--- src/iprtl_pkg.sv ---
// ============================================================================
// iprtl_pkg : shared types and constants for the IP range table lookup
// Field widths, command and register codes, table entry and status types.
// ============================================================================
package iprtl_pkg;

    localparam int DEFAULT_TABLE_ENTRIES = 4096;

    localparam int CFG_W  = 13;   // first_entry / end_entry
    localparam int EIDX_W = 12;   // entry_index / found_index ports
    localparam int IP_W   = 32;
    localparam int OFF_W  = 24;

    // command codes
    localparam logic CMD_WRITE  = 1'b0;
    localparam logic CMD_LOOKUP = 1'b1;

    // configuration register indexes
    localparam logic CFG_IDX_FIRST_ENTRY = 1'b0;
    localparam logic CFG_IDX_END_ENTRY   = 1'b1;

    typedef struct packed {
        logic [IP_W-1:0]  start;
        logic [OFF_W-1:0] offset;
    } entry_t;

    typedef struct packed {
        logic busy;
        logic done;
    } search_status_t;

endpackage

--- src/iprtl_search.sv ---
// ============================================================================
// iprtl_search : binary search sequencer
// Key compare and halving adder reused per level; a second adder seeds mid.
// ============================================================================
module iprtl_search
    import iprtl_pkg::*;
#(
    parameter int TABLE_ENTRIES = DEFAULT_TABLE_ENTRIES,
    localparam int IDX_W = $clog2(TABLE_ENTRIES)
)
(
    input  logic              clk,
    input  logic              rst_n,
    input  logic              go,
    input  logic [IP_W-1:0]   key,
    input  logic [CFG_W-1:0]  first_entry,
    input  logic [CFG_W-1:0]  end_entry,
    input  logic [IP_W-1:0]   rd_start,
    output logic [IDX_W-1:0]  rd_addr,
    output search_status_t    status,
    output logic [EIDX_W-1:0] found_index
);

    localparam int RW = IDX_W + 1;
    localparam int PW = (RW > CFG_W) ? RW : CFG_W;
    localparam logic [PW-1:0] LAST_P    = PW'(TABLE_ENTRIES - 1);
    localparam logic [PW-1:0] ENTRIES_P = PW'(TABLE_ENTRIES);

    typedef enum logic [2:0] {
        S_IDLE   = 3'b001,
        S_SEARCH = 3'b010,
        S_OUT    = 3'b100
    } state_t;

    state_t            state_reg, state_next;
    logic [IDX_W-1:0]  left_reg, left_next;
    logic [RW-1:0]     right_reg, right_next;
    logic [IDX_W-1:0]  mid_reg, mid_next;
    logic [IP_W-1:0]   key_reg, key_next;

    logic [PW-1:0]     first_p, end_p, left_init_p, right_init_p, mid_p;
    logic [IDX_W-1:0]  left_init, mid_init;
    logic [RW-1:0]     right_init;
    logic              key_lt;
    logic [IDX_W-1:0]  left_step, mid_step;
    logic [RW-1:0]     right_step;
    logic              more;

    // mid = left + (right - left) / 2, right >= left always
    function automatic logic [IDX_W-1:0] half_mid(input logic [IDX_W-1:0] l,
                                                  input logic [RW-1:0] r);
        logic [RW-1:0] sum;
        begin
            sum = RW'(l) + ((r - RW'(l)) >> 1);
            return sum[IDX_W-1:0];
        end
    endfunction

    // clamp configured bounds into the table
    always_comb
    begin
        first_p      = PW'(first_entry);
        end_p        = PW'(end_entry);
        left_init_p  = (first_p > LAST_P) ? LAST_P : first_p;
        right_init_p = (end_p > ENTRIES_P) ? ENTRIES_P : end_p;
        if (right_init_p < left_init_p)
        begin
            right_init_p = left_init_p;
        end
        left_init  = left_init_p[IDX_W-1:0];
        right_init = right_init_p[RW-1:0];
        mid_init   = half_mid(left_init, right_init);
    end

    // one search level
    always_comb
    begin
        key_lt     = key_reg < rd_start;
        left_step  = key_lt ? left_reg : mid_reg;
        right_step = key_lt ? RW'(mid_reg) : right_reg;
        mid_step   = half_mid(left_step, right_step);
        more       = mid_step > left_step;
    end

    always_comb
    begin
        state_next = state_reg;
        left_next  = left_reg;
        right_next = right_reg;
        mid_next   = mid_reg;
        key_next   = key_reg;
        rd_addr    = mid_init;
        unique case (state_reg) inside
            S_IDLE, S_OUT:
            begin
                state_next = S_IDLE;
                if (go)
                begin
                    state_next = S_SEARCH;
                    left_next  = left_init;
                    right_next = right_init;
                    mid_next   = mid_init;
                    key_next   = key;
                end
            end
            S_SEARCH:
            begin
                rd_addr    = mid_step;
                left_next  = left_step;
                right_next = right_step;
                mid_next   = mid_step;
                state_next = more ? S_SEARCH : S_OUT;
            end
            default:
            begin
                state_next = S_IDLE;
            end
        endcase
    end

    always_ff @(posedge clk or negedge rst_n)
    begin
        if (!rst_n)
        begin
            state_reg <= S_IDLE;
        end
        else
        begin
            state_reg <= state_next;
        end
    end

    always_ff @(posedge clk)
    begin
        left_reg  <= left_next;
        right_reg <= right_next;
        mid_reg   <= mid_next;
        key_reg   <= key_next;
    end

    assign mid_p        = PW'(mid_reg);
    assign found_index  = mid_p[EIDX_W-1:0];
    assign status.busy  = (state_reg == S_SEARCH);
    assign status.done  = (state_reg == S_OUT);

    // bounds never cross while searching
    a_bounds_ordered: assert property (@(posedge clk) disable iff (!rst_n)
        (state_reg == S_SEARCH) |-> (RW'(left_reg) <= right_reg))
        else $error("search bounds crossed");

    // the interval shrinks on every level
    a_interval_shrinks: assert property (@(posedge clk) disable iff (!rst_n)
        (state_reg == S_SEARCH) ##1 (state_reg == S_SEARCH) |->
        ((right_reg - RW'(left_reg)) < $past(right_reg - RW'(left_reg))))
        else $error("search interval did not shrink");

    // last level is followed by the result strobe
    a_done_after_last: assert property (@(posedge clk) disable iff (!rst_n)
        (state_reg == S_SEARCH) && !more |=> status.done)
        else $error("missing result after last level");

    // a lookup start always enters the search
    a_go_searches: assert property (@(posedge clk) disable iff (!rst_n)
        go |=> status.busy)
        else $error("lookup not started");

endmodule

--- config.mk ---
export PLATFORM = sky130hd
export DESIGN_NAME = iprtl_search
export DESIGN_NICKNAME = d
export VERILOG_FILES = /design/src/iprtl_pkg.sv /design/src/iprtl_search.sv
export SDC_FILE = /design/constraint.sdc
export NUM_CORES = 1
export LEC_CHECK = 0
export BUFFER_PORTS_ARGS = -buffer_cell sky130_fd_sc_hd__buf_4
export CORE_MARGIN = 5
export CORE_UTILIZATION = 35
export DETAILED_ROUTE_END_ITERATION = 12
export GPL_TIMING_DRIVEN = 0
export SYNTH_ARGS = -nofsm -noshare
export SYNTH_HDL_FRONTEND = slang
export SYNTH_SLANG_ARGS = --single-unit
export TNS_END_PERCENT = 5
--- constraint.sdc ---
create_clock -name clk -period 10.6 [get_ports clk]
set_clock_uncertainty 0.1 [all_clocks]
set_input_delay 2.12 -clock clk [delete_from_list [all_inputs] [get_ports clk]]
set_output_delay 2.12 -clock clk [all_outputs]
set_load 0.05 [all_outputs]
==> impl_results.md, run 1 <==
* Total wire length at ~17000 um
* Clock Tree Buf Depth at 2
* Drt pass-1 iters at 5
* Final Hold Viols at 0
* Mapped cell area at between 6000 and 7000 um^2
* Finished Layout Cells at ~1100
* Slew margin rel. at 16.96%
* Reg clk slew, reported paths at 0.06 ns
* Sequential element share of the synthesized area at a little under a third
* Die span in x at 148.7 um
* Top sig layer: met4
* Gpl congestion at 0.8549
* Status: finished, final reports clean
* Critical path capture point type: primary output
* RSZ-0062 raised after global routing: yes
* Post-synth top area share at slightly above 30%
* Clock Latency Late Sink at 0.35 ns
* Critical Path RT at 8.38 ns
* Wire length on met2 at 7930 um
* Post-CTS Hold Buffers at 0
* Ys async rst share at under 10%
* Initial DRC Count at 254
* Filler instances at 1866
* Synthesized Nets at 934
* Area growth syn-to-layout at 25.91%
* Row count at 50
* Inserted Diodes at 0
* Area leader, netlist: edfxtp_1
* WP data arrival at just over 8 ns
* Worst slew pin tran at 1.244 ns
* Final min period at 10.34 ns
* Antenna violations before repair at 0
* Clk root buf: clkbuf_16
* Total clock sinks at 72
* H-tree levels at 3
* Share of cells above drive strength 1 at 22.45%
* Setup crit start kind: input pin
* Antenna Nets Post-Route at 0
* Routed vias/inst at slightly below 5
* CTS tree: done
* Yosys warnings at 0
* Fin. max-slew vios at 0
* Max cap viols at 0
* Crit share post-route at between 90% and 100%
* R2r setup slk at roughly 3.2 ns
* Syn Area/Cell at about 9.1 um^2
* Core ar. at between 15000 and 20000 um^2
* Dpl cells at 1121
* Synth unique cells at 68
* Met3 WL post-DR at ~760 um
* CP max stage delay at 0.48 ns
* Total Nets Final at ~1100
* HPWL Detailed at between 10000 and 15000 um
* First-pass GRT wire length at 27920 um
* Wl on met1 at 8318 um
* Via Count at roughly 5700
* Port Buffer Count at 118
* Chip height at 148.7 um
* Max reg flops at 32
* Post-synth EDFFs at 69
* Slowest CP cell: o41ai_4
* Die ar. at 22120 um^2
* Num CTS Buffers at 9
* Remaining DRCs at 0
* Fmax at 96.69 MHz
* Total gr overflow at 0
* Vias in the first global route at approximately 5700
* IO Count at about 120
* CP max FO at 10
* Initial Utilization at about 36%
* Largest net degree at the start of global routing at 39
* Final setup vio count at 0
* Synth area leaders: edfxtp_1 (31%), ha_1 (17%), inv_1 (4.5%), xnor2_1 (4.4%), a21oi_1 (4.4%)
* Synth Instances at ~740
* Min-delay worst type: reg -> reg
* GRT Total Usage at between 10% and 20%
* DR WL/cell at ~15 um
* Synth Flop Type: edfxtp_1
* #FFs+latches synth at 72
* Setup CP Type: in -> out
* Layout Utilization at between 40 and 50%
[worst max-delay path, delay by kind of cell]
kind | cells | cell delay, ns
AOI/OAI and AO/OA | 15 | 3.06
adders and majority gates | 3 | 0.77
and+or+nand+nor | 4 | 0.73
buffers and inverters | 5 | 0.65
xor gates and xnor gates | 2 | 0.44
muxes | 1 | 0.35
[layout by cell type (no fill, tap or decap), drive strengths merged, types with 3 or more instances in the layout]
cell type / instances
nand2: 61
clkbuf: 22
and3: 4
o21a: 6
a2111oi: 3
inv: 82
nor3: 19
a31oi: 3
nor2: 77
nand4: 9
o21bai: 4
nand3: 13
mux2i: 14
mux2: 11
a21boi: 3
buf: 130
a21oi: 60
and2: 4
o21ai: 38
nor4: 3
maj3: 6
a21o: 15
a211oi: 7
xor2: 11
nor2b: 19
o31ai: 3
o211ai: 7
fa: 4
edfxtp: 69
or3: 3
ha: 94
xnor2: 34
a211o: 4
nand2b: 8
clkinv: 3
[cells in the mapped netlist (all sizes together) (8+ instances only)]
cell type / number
xnor2: 34
ha: 94
nor2b: 19
edfxtp: 69
a21oi: 60
nand2b: 8
nor2: 77
clkbuf: 17
nand4: 9
nand3: 13
mux2i: 14
a21o: 15
xor2: 11
mux2: 11
nand2: 61
nor3: 19
o21ai: 38
inv: 80
[cell families after synthesis]
| logic type | after synthesis | share of synthesized area [%] |
|---|---|---|
| other | 1 | 0.05568 |
| xor gates and xnor gates | 46 | 6.205 |
| muxes | 25 | 3.920 |
| adders and majority gates | 104 | 19.56 |
| AOI/OAI and AO/OA | 170 | 17.20 |
| DFF | 72 | 31.90 |
| and+or+nand+nor | 225 | 15.53 |
| buffers and inverters | 100 | 5.629 |
[routing by layer]
metal | vias to the layer above | GRT usage, %
met5 | - | 0
met4 | 0 | 3.926
met3 | 21 | 3.047
met2 | 116 | 25.53
met1 | 2610 | 21.30
li1 | 2908 | -
[timing repair]
item | in CTS | in global routing
buffers inserted | 3 | 5
setup endpoints to repair | 7 | 5
gates resized for setup | 11 | 35
pin swaps | 1 | 15
[worst paths after layout]
path / cells past startpoint / endpoint / from
max: 30 / rd_addr[11] / rd_start[23]
min: 2 / right_reg[12] / right_reg[12]
max reg2reg: 33 / state_reg[1] / key_reg[6]
min reg2reg: 2 / right_reg[12] / right_reg[12]
max in group asynchronous: 1 / state_reg[0] / rst_n
min in group asynchronous: 1 / state_reg[2] / rst_n
[area by class of cell]
type                    instances  area [um^2]  area share [%]
multi-input cells             571         4362           51.43
flip-flops and latches         72         2148           25.33
repair buffers                126        949.7           11.20
well taps                     260        325.3           3.836
inverters                      80        300.3           3.541
clock buffers                   9        225.2           2.656
plain buffers                  17        90.09           1.062
clock inverters                 7        80.08          0.9442
[stage by stage]
step                      area, um^2  setup TNS, ns  hold slack [ns]  setup slack, ns
after floorplan                 6735              0           0.4748           0.4394
after global placement          7946         -3.498           0.5346          -0.7293
after detailed placement        7949         -3.651           0.5463          -0.7504
after CTS                       8297              0           0.5618          0.01460
after global routing            8481       -0.06068           0.5951         -0.05612
final                           8481              0           0.5686           0.2579
Power of run 1 is not shown: default switching activity piles up to over one toggle a cycle in this logic, so the estimate is an artifact.
==> run 2, diff against run 1 <==
--- a/config.mk
+++ b/config.mk
@@ -10,6 +10,7 @@
 export CORE_UTILIZATION = 35
 export DETAILED_ROUTE_END_ITERATION = 12
 export GPL_TIMING_DRIVEN = 0
+export RECOVER_POWER = 50
 export SYNTH_ARGS = -nofsm -noshare
 export SYNTH_HDL_FRONTEND = slang
 export SYNTH_SLANG_ARGS = --single-unit
==> run 2 against run 1 <==
- the run now ends with max-capacitance violations, max-slew violations left
- sequential cell count is the same
- global-route usage is the same
- final cell count is the same
- non-clock buffer count is the same
- wire length shrank 0.27%
- core utilization shrank 0.27 points
- critical path depth is the same
- sequential share of layout area grew 0.15 points
- critical path type unchanged
==> impl_results.md, run 2 (synthesis gave the netlist of run 1 again) <==
* Max reg flops at 32 (unchanged)
* Layout Utilization at 44.76% (-0.27 points)
* Die span in x at 148.7 um (unchanged)
* Finished Layout Cells at 1142 (unchanged)
* WP data arrival at 8.15 ns (+0.03 ns)
* Critical path capture point type: primary output
* CP max stage delay at 0.48 ns (about the same)
* Initial Utilization at 35.77% (unchanged)
* Buf/Inv on CP at 5 (unchanged)
* Hold WS at 0.5704 ns (+0.001799 ns)
* Total wire length at 17210 um (-0.27%)
* Area growth syn-to-layout at 25.15%
* Crit path max-delay family: compound AO/OA/AOI/OAI gates
* Commonest non-fill, non-tap cells in the layout: ha_1 (93), inv_1 (80), buf_4 (79)
* Gpl congestion at 0.8549 (unchanged)
* Inserted Diodes at 0 (unchanged)
* Row count at 50 (unchanged)
* Hold Path Cell Cnt at 2 (unchanged)
* Initial DRC Count at 232 (-8.7%)
* Routed vias/inst at 4.951 (about the same)
* Critical Path RT at 8.38 ns (about the same)
* Clock Latency Late Sink at 0.35 ns (about the same)
* DR WL/cell at 15.07 um (-0.27%)
* Total Nets Final at 1068 (unchanged)
* Setup CP Type: in -> out
* Clock Tree Buf Depth at 2 (unchanged)
* R2r setup slk at 3.24 ns (about the same)
* CTS tree: done
* H-tree levels at 3 (unchanged)
* Dpl cells at 1121 (unchanged)
* Antenna Nets Post-Route at 0 (unchanged)
* CP max FO at 10 (unchanged)
* FF-to-FF End: state_reg[1]
* Via Count at 5654 (-0.018%)
* Die ar. at 22120 um^2 (unchanged)
* Worst hold start: right_reg[12]
* Chip height at 148.7 um (unchanged)
* HPWL Detailed at 13850 um (unchanged)
* Worst slew pin tran at 1.704 ns (+0.4597 ns)
* GRT Total Usage at 15.63% (unchanged)
* Clk root buf: clkbuf_16
* Status: finished with violations
* Total gr overflow at 0 (unchanged)
* First-pass GRT wire length at 27920 um (unchanged)
* Setup crit start kind: input pin
* Max cap viols at 1 (+1)
* Total clock sinks at 72 (unchanged)
* Crit share post-route at 97.79% (+0.23 points)
* Largest net degree at the start of global routing at 39 (unchanged)
* Reg clk slew, reported paths at 0.06 ns (about the same)
* Filler instances at 1877 (+0.59%)
* Slowest CP cell: o41ai_4
* Share of cells above drive strength 1 at 20.86% (-1.6 points)
* Reg-to-reg critical path startpoint: key_reg[6]
* Remaining DRCs at 0 (unchanged)
* Final setup vio count at 0 (unchanged)
* RSZ-0062 raised after global routing: yes
* Wire length on met2 at 7921 um (-0.11%)
* Commonest non-fill, non-tap cell in the layout: ha_1
* Antenna violations before repair at 0 (unchanged)
* Failing checks: max-capacitance violations, max-slew violations
* Num CTS Buffers at 9 (unchanged)
* Met3 WL post-DR at 800 um (+4.8%)
* Reg2Reg Depth at 33 (unchanged)
* Hold Path Sink: right_reg[12]
* Setup_tns at 0 ns (unchanged)
* Port Buffer Count at 118 (unchanged)
* Core ar. at 18830 um^2 (unchanged)
* Final min period at 10.37 ns (+0.02390 ns)
* Final Hold Viols at 0 (unchanged)
* Vias in the first global route at 5727 (unchanged)
* Fmax at 96.47 MHz (-0.23%)
* IO Count at 119 (unchanged)
* Top sig layer: met4
* Wl on met1 at 8265 um (-0.64%)
* Min-delay worst type: reg -> reg
* Fin. max-slew vios at 39 (+39)
* Slew margin rel. at -13.87% (-31 points)
* Drt pass-1 iters at 5 (unchanged)
-- run 2: worst max-delay path by stage --
stage	from	to	slack, ns	cells after the start
after global placement	rd_start[23]	rd_addr[11]	-0.73	28
after global routing	rd_start[6]	rd_addr[11]	-0.06	30
final	rd_start[23]	rd_addr[11]	0.23	30
after detailed placement	rd_start[23]	rd_addr[11]	-0.75	28
after floorplan	rd_start[30]	rd_addr[7]	0.44	26
after CTS	first_entry[12]	rd_addr[10]	0.01	33
-- run 2: layout make-up --
| type | instances | area (um^2) | area share [%] |
|---|---|---|---|
| clock inverter | 7 | 80.08 | 0.9500 |
| inverter | 80 | 300.3 | 3.562 |
| clock buffer | 9 | 225.2 | 2.672 |
| buffer | 17 | 90.09 | 1.069 |
| tap | 260 | 325.3 | 3.859 |
| timing repair buffer | 126 | 900.9 | 10.69 |
| sequential | 72 | 2148 | 25.49 |
| multi-input combinational | 571 | 4359 | 51.71 |
-- run 2: worst min-delay path: cells and delay by family, from the launching register on --
family	cells	cell delay [ns]
and+or+nand+nor	1	0.06
AOI/OAI and AO/OA	1	0.12
DFF	1	0.36
-- run 2: what timing repair did --
item / in CTS / in global routing
buffers inserted: 3 / 5
pin swaps: 1 / 15
endpoints found under the setup margin: 7 / 5
gates resized for setup: 11 / 35
hold buffers: 0 / 0
-- run 2: stage by stage --
step,cell area [um^2],setup WS (ns)
6_report,8429,0.2340
5_1_grt,8429,-0.05612
4_1_cts,8297,0.01460
3_5_place_dp,7949,-0.7504
3_3_place_gp,7946,-0.7293
2_1_floorplan,6735,0.4394
-- run 2: per-layer routing --
layer	GRT usage [%]	up-vias
met5	0	-
met4	3.926	0
met3	3.047	18
met2	25.53	116
met1	21.30	2605
li1	-	2915
Power of run 2 is left out for the same reason.
==> run 3, diff against run 2 <==
==> constraint.sdc (replaced) <==
create_clock -name clk -period 12.3 [get_ports clk]
set_clock_uncertainty 0.1 [all_clocks]
set_input_delay 2.46 -clock clk [delete_from_list [all_inputs] [get_ports clk]]
set_output_delay 2.46 -clock clk [all_outputs]
set_load 0.05 [all_outputs]
==> run 3 against run 2 <==
- the run still ends with max-capacitance violations, max-slew violations left
- setup slack better by 0.25 ns
- final area is 2.7% lower
- global-route usage is 0.051 points lower
- final cell count is 0.44% lower
- first-iteration DRC count is 3.0% higher
- sequential cell count stayed put
- core utilization is 1.2 points lower
- critical endpoint is now rd_addr[10]
==> impl_results.md, run 3 (synthesis gave the netlist of run 1 again) <==
* Area of the multi-input gates at 4208 um^2 (-3.5%)
* Clock Tree Buf Depth at 2 (unchanged)
* Total Nets Final at 1063 (-0.47%)
* Core ar. at 18830 um^2 (unchanged)
* First-pass GRT wire length at 27790 um (-0.44%)
* Clk root buf: clkbuf_16
* Status: finished with violations
* Commonest non-fill, non-tap cells in the layout: ha_1 (94), inv_1 (80), nor2_1 (77)
* Final min period at 11.82 ns
* Vias in the first global route at 5709 (-0.31%)
* Total wire length at 17000 um (-1.2%)
* H-tree levels at 3 (unchanged)
* Buf/Inv on CP at 5 (unchanged)
* Routed vias/inst at 4.937 (-0.29%)
* Reg clk slew, reported paths at 0.06 ns (about the same)
* Area growth syn-to-layout at 21.83%
* Share of cells above drive strength 1 at 17.56% (-3.3 points)
* Max reg flops at 32 (unchanged)
* Initial DRC Count at 239 (+3.0%)
* Crit share post-route at between 90% and 100%
* Commonest non-fill, non-tap cell in the layout: ha_1
* Row count at 50 (unchanged)
* Critical path capture point type: primary output
* Initial Utilization at 35.77% (unchanged)
* Die span in x at 148.7 um (unchanged)
* Slowest CP cell: ha_1
* Crit path max-delay family: compound AO/OA/AOI/OAI gates
* Total clock sinks at 72 (unchanged)
* Post-CTS Hold Buffers at 0 (unchanged)
* CTS tree: done
* IO Count at 119 (unchanged)
* Filler instances at 1908 (+1.7%)
* Chip height at 148.7 um (unchanged)
* Setup crit start kind: input pin
* GRT Total Usage at 15.57% (-0.051 points)
* Gpl congestion at 0.8549 (unchanged)
* RSZ-0062 raised after global routing: no
* Slew margin rel. at -10.94% (+2.9 points)
* WP data arrival at 9.26 ns (+1.11 ns)
* Inserted Diodes at 0 (unchanged)
* Largest net degree at the start of global routing at 39 (unchanged)
* Final setup vio count at 0 (unchanged)
* Setup CP Type: in -> out
* Port Buffer Count at 118 (unchanged)
* Fin. max-slew vios at 39 (unchanged)
* Register area at 2148 um^2 (unchanged)
* Worst slew pin tran at 1.660 ns (-0.04381 ns)
* Final Hold Viols at 0 (unchanged)
* Via Count at 5613 (-0.73%)
* DR WL/cell at 14.95 um (-0.81%)
* CP max FO at 10 (unchanged)
* Die ar. at 22120 um^2 (unchanged)
* Drt pass-1 iters at 5 (unchanged)
* Min-delay worst type: reg -> reg
* Failing checks: max-capacitance violations, max-slew violations
* Antenna violations before repair at 0 (unchanged)
* CP max stage delay at 0.37 ns (-0.11 ns)
* Max cap viols at 1 (unchanged)
* Fmax at 84.60 MHz
* Total gr overflow at 0 (unchanged)
* Critical Path RT at 9.74 ns (+1.36 ns)
* Antenna Nets Post-Route at 0 (unchanged)
* Most used cell, CP: a21o_1
* Remaining DRCs at 0 (unchanged)
* Setup_tns at 0 ns (unchanged)
* Clock Latency Late Sink at 0.34 ns (about the same)
* HPWL Detailed at 13850 um (unchanged)
* Num CTS Buffers at 9 (unchanged)
==> run 3: final timing paths <==
| path | from | end | slack, ns | cells after the start |
|---|---|---|---|---|
| min in group asynchronous | rst_n | state_reg[2] | 1.81 | 1 |
| min reg2reg | right_reg[12] | right_reg[12] | 0.58 | 2 |
| min | right_reg[12] | right_reg[12] | 0.58 | 2 |
| max | first_entry[12] | rd_addr[10] | 0.48 | 34 |
| max in group asynchronous | rst_n | state_reg[0] | 10.06 | 1 |
| max reg2reg | key_reg[23] | state_reg[1] | 4.53 | 33 |
==> run 3: metal layers <==
metal	global-route usage, %	part of all wire (%)
met1	21.15	47
met5	0	0
met4	3.926	1.3
met3	3.047	5.5
met2	25.53	46
==> run 3: layout make-up <==
type	count	area share [%]
Multi-Input combinational cell	571	51.28
Buffer	20	0.9912
Sequential cell	72	26.18
Tap cell	260	3.965
Timing Repair Buffer	118	10.20
Clock inverter	7	0.9759
Clock buffer	9	2.745
Inverter	80	3.660
==> run 3: metrics by stage <==
step | cells | cell area, um^2 | hold WS, ns | util [%] | worst slack [ns]
floorplan | 743 | 6735 | 0.4748 | - | 1.459
global placement | 1121 | 7946 | 0.5346 | 42.20 | 0.2907
detailed placement | 1121 | 7949 | 0.5463 | 42.21 | 0.2696
CTS | 1137 | 8254 | 0.5618 | 43.83 | 0.2459
global route | 1137 | 8205 | 0.5951 | 43.57 | 0.02139
finish | 1137 | 8205 | 0.5835 | 43.57 | 0.4802
==> run 3: what timing repair did <==
| action | in CTS | in global routing |
|---|---|---|
| gates resized for setup | 0 | 4 |
| setup endpoints to repair | 0 | 3 |
| buffers inserted | 0 | 0 |
==> run 3: worst min-delay path, delay by kind of cell (launching register included) <==
kind               cells  cell delay (ns)
AOI/OAI and AO/OA      1             0.13
DFF                    1             0.36
and+or+nand+nor        1             0.06
Power of run 3 is left out for the same reason.
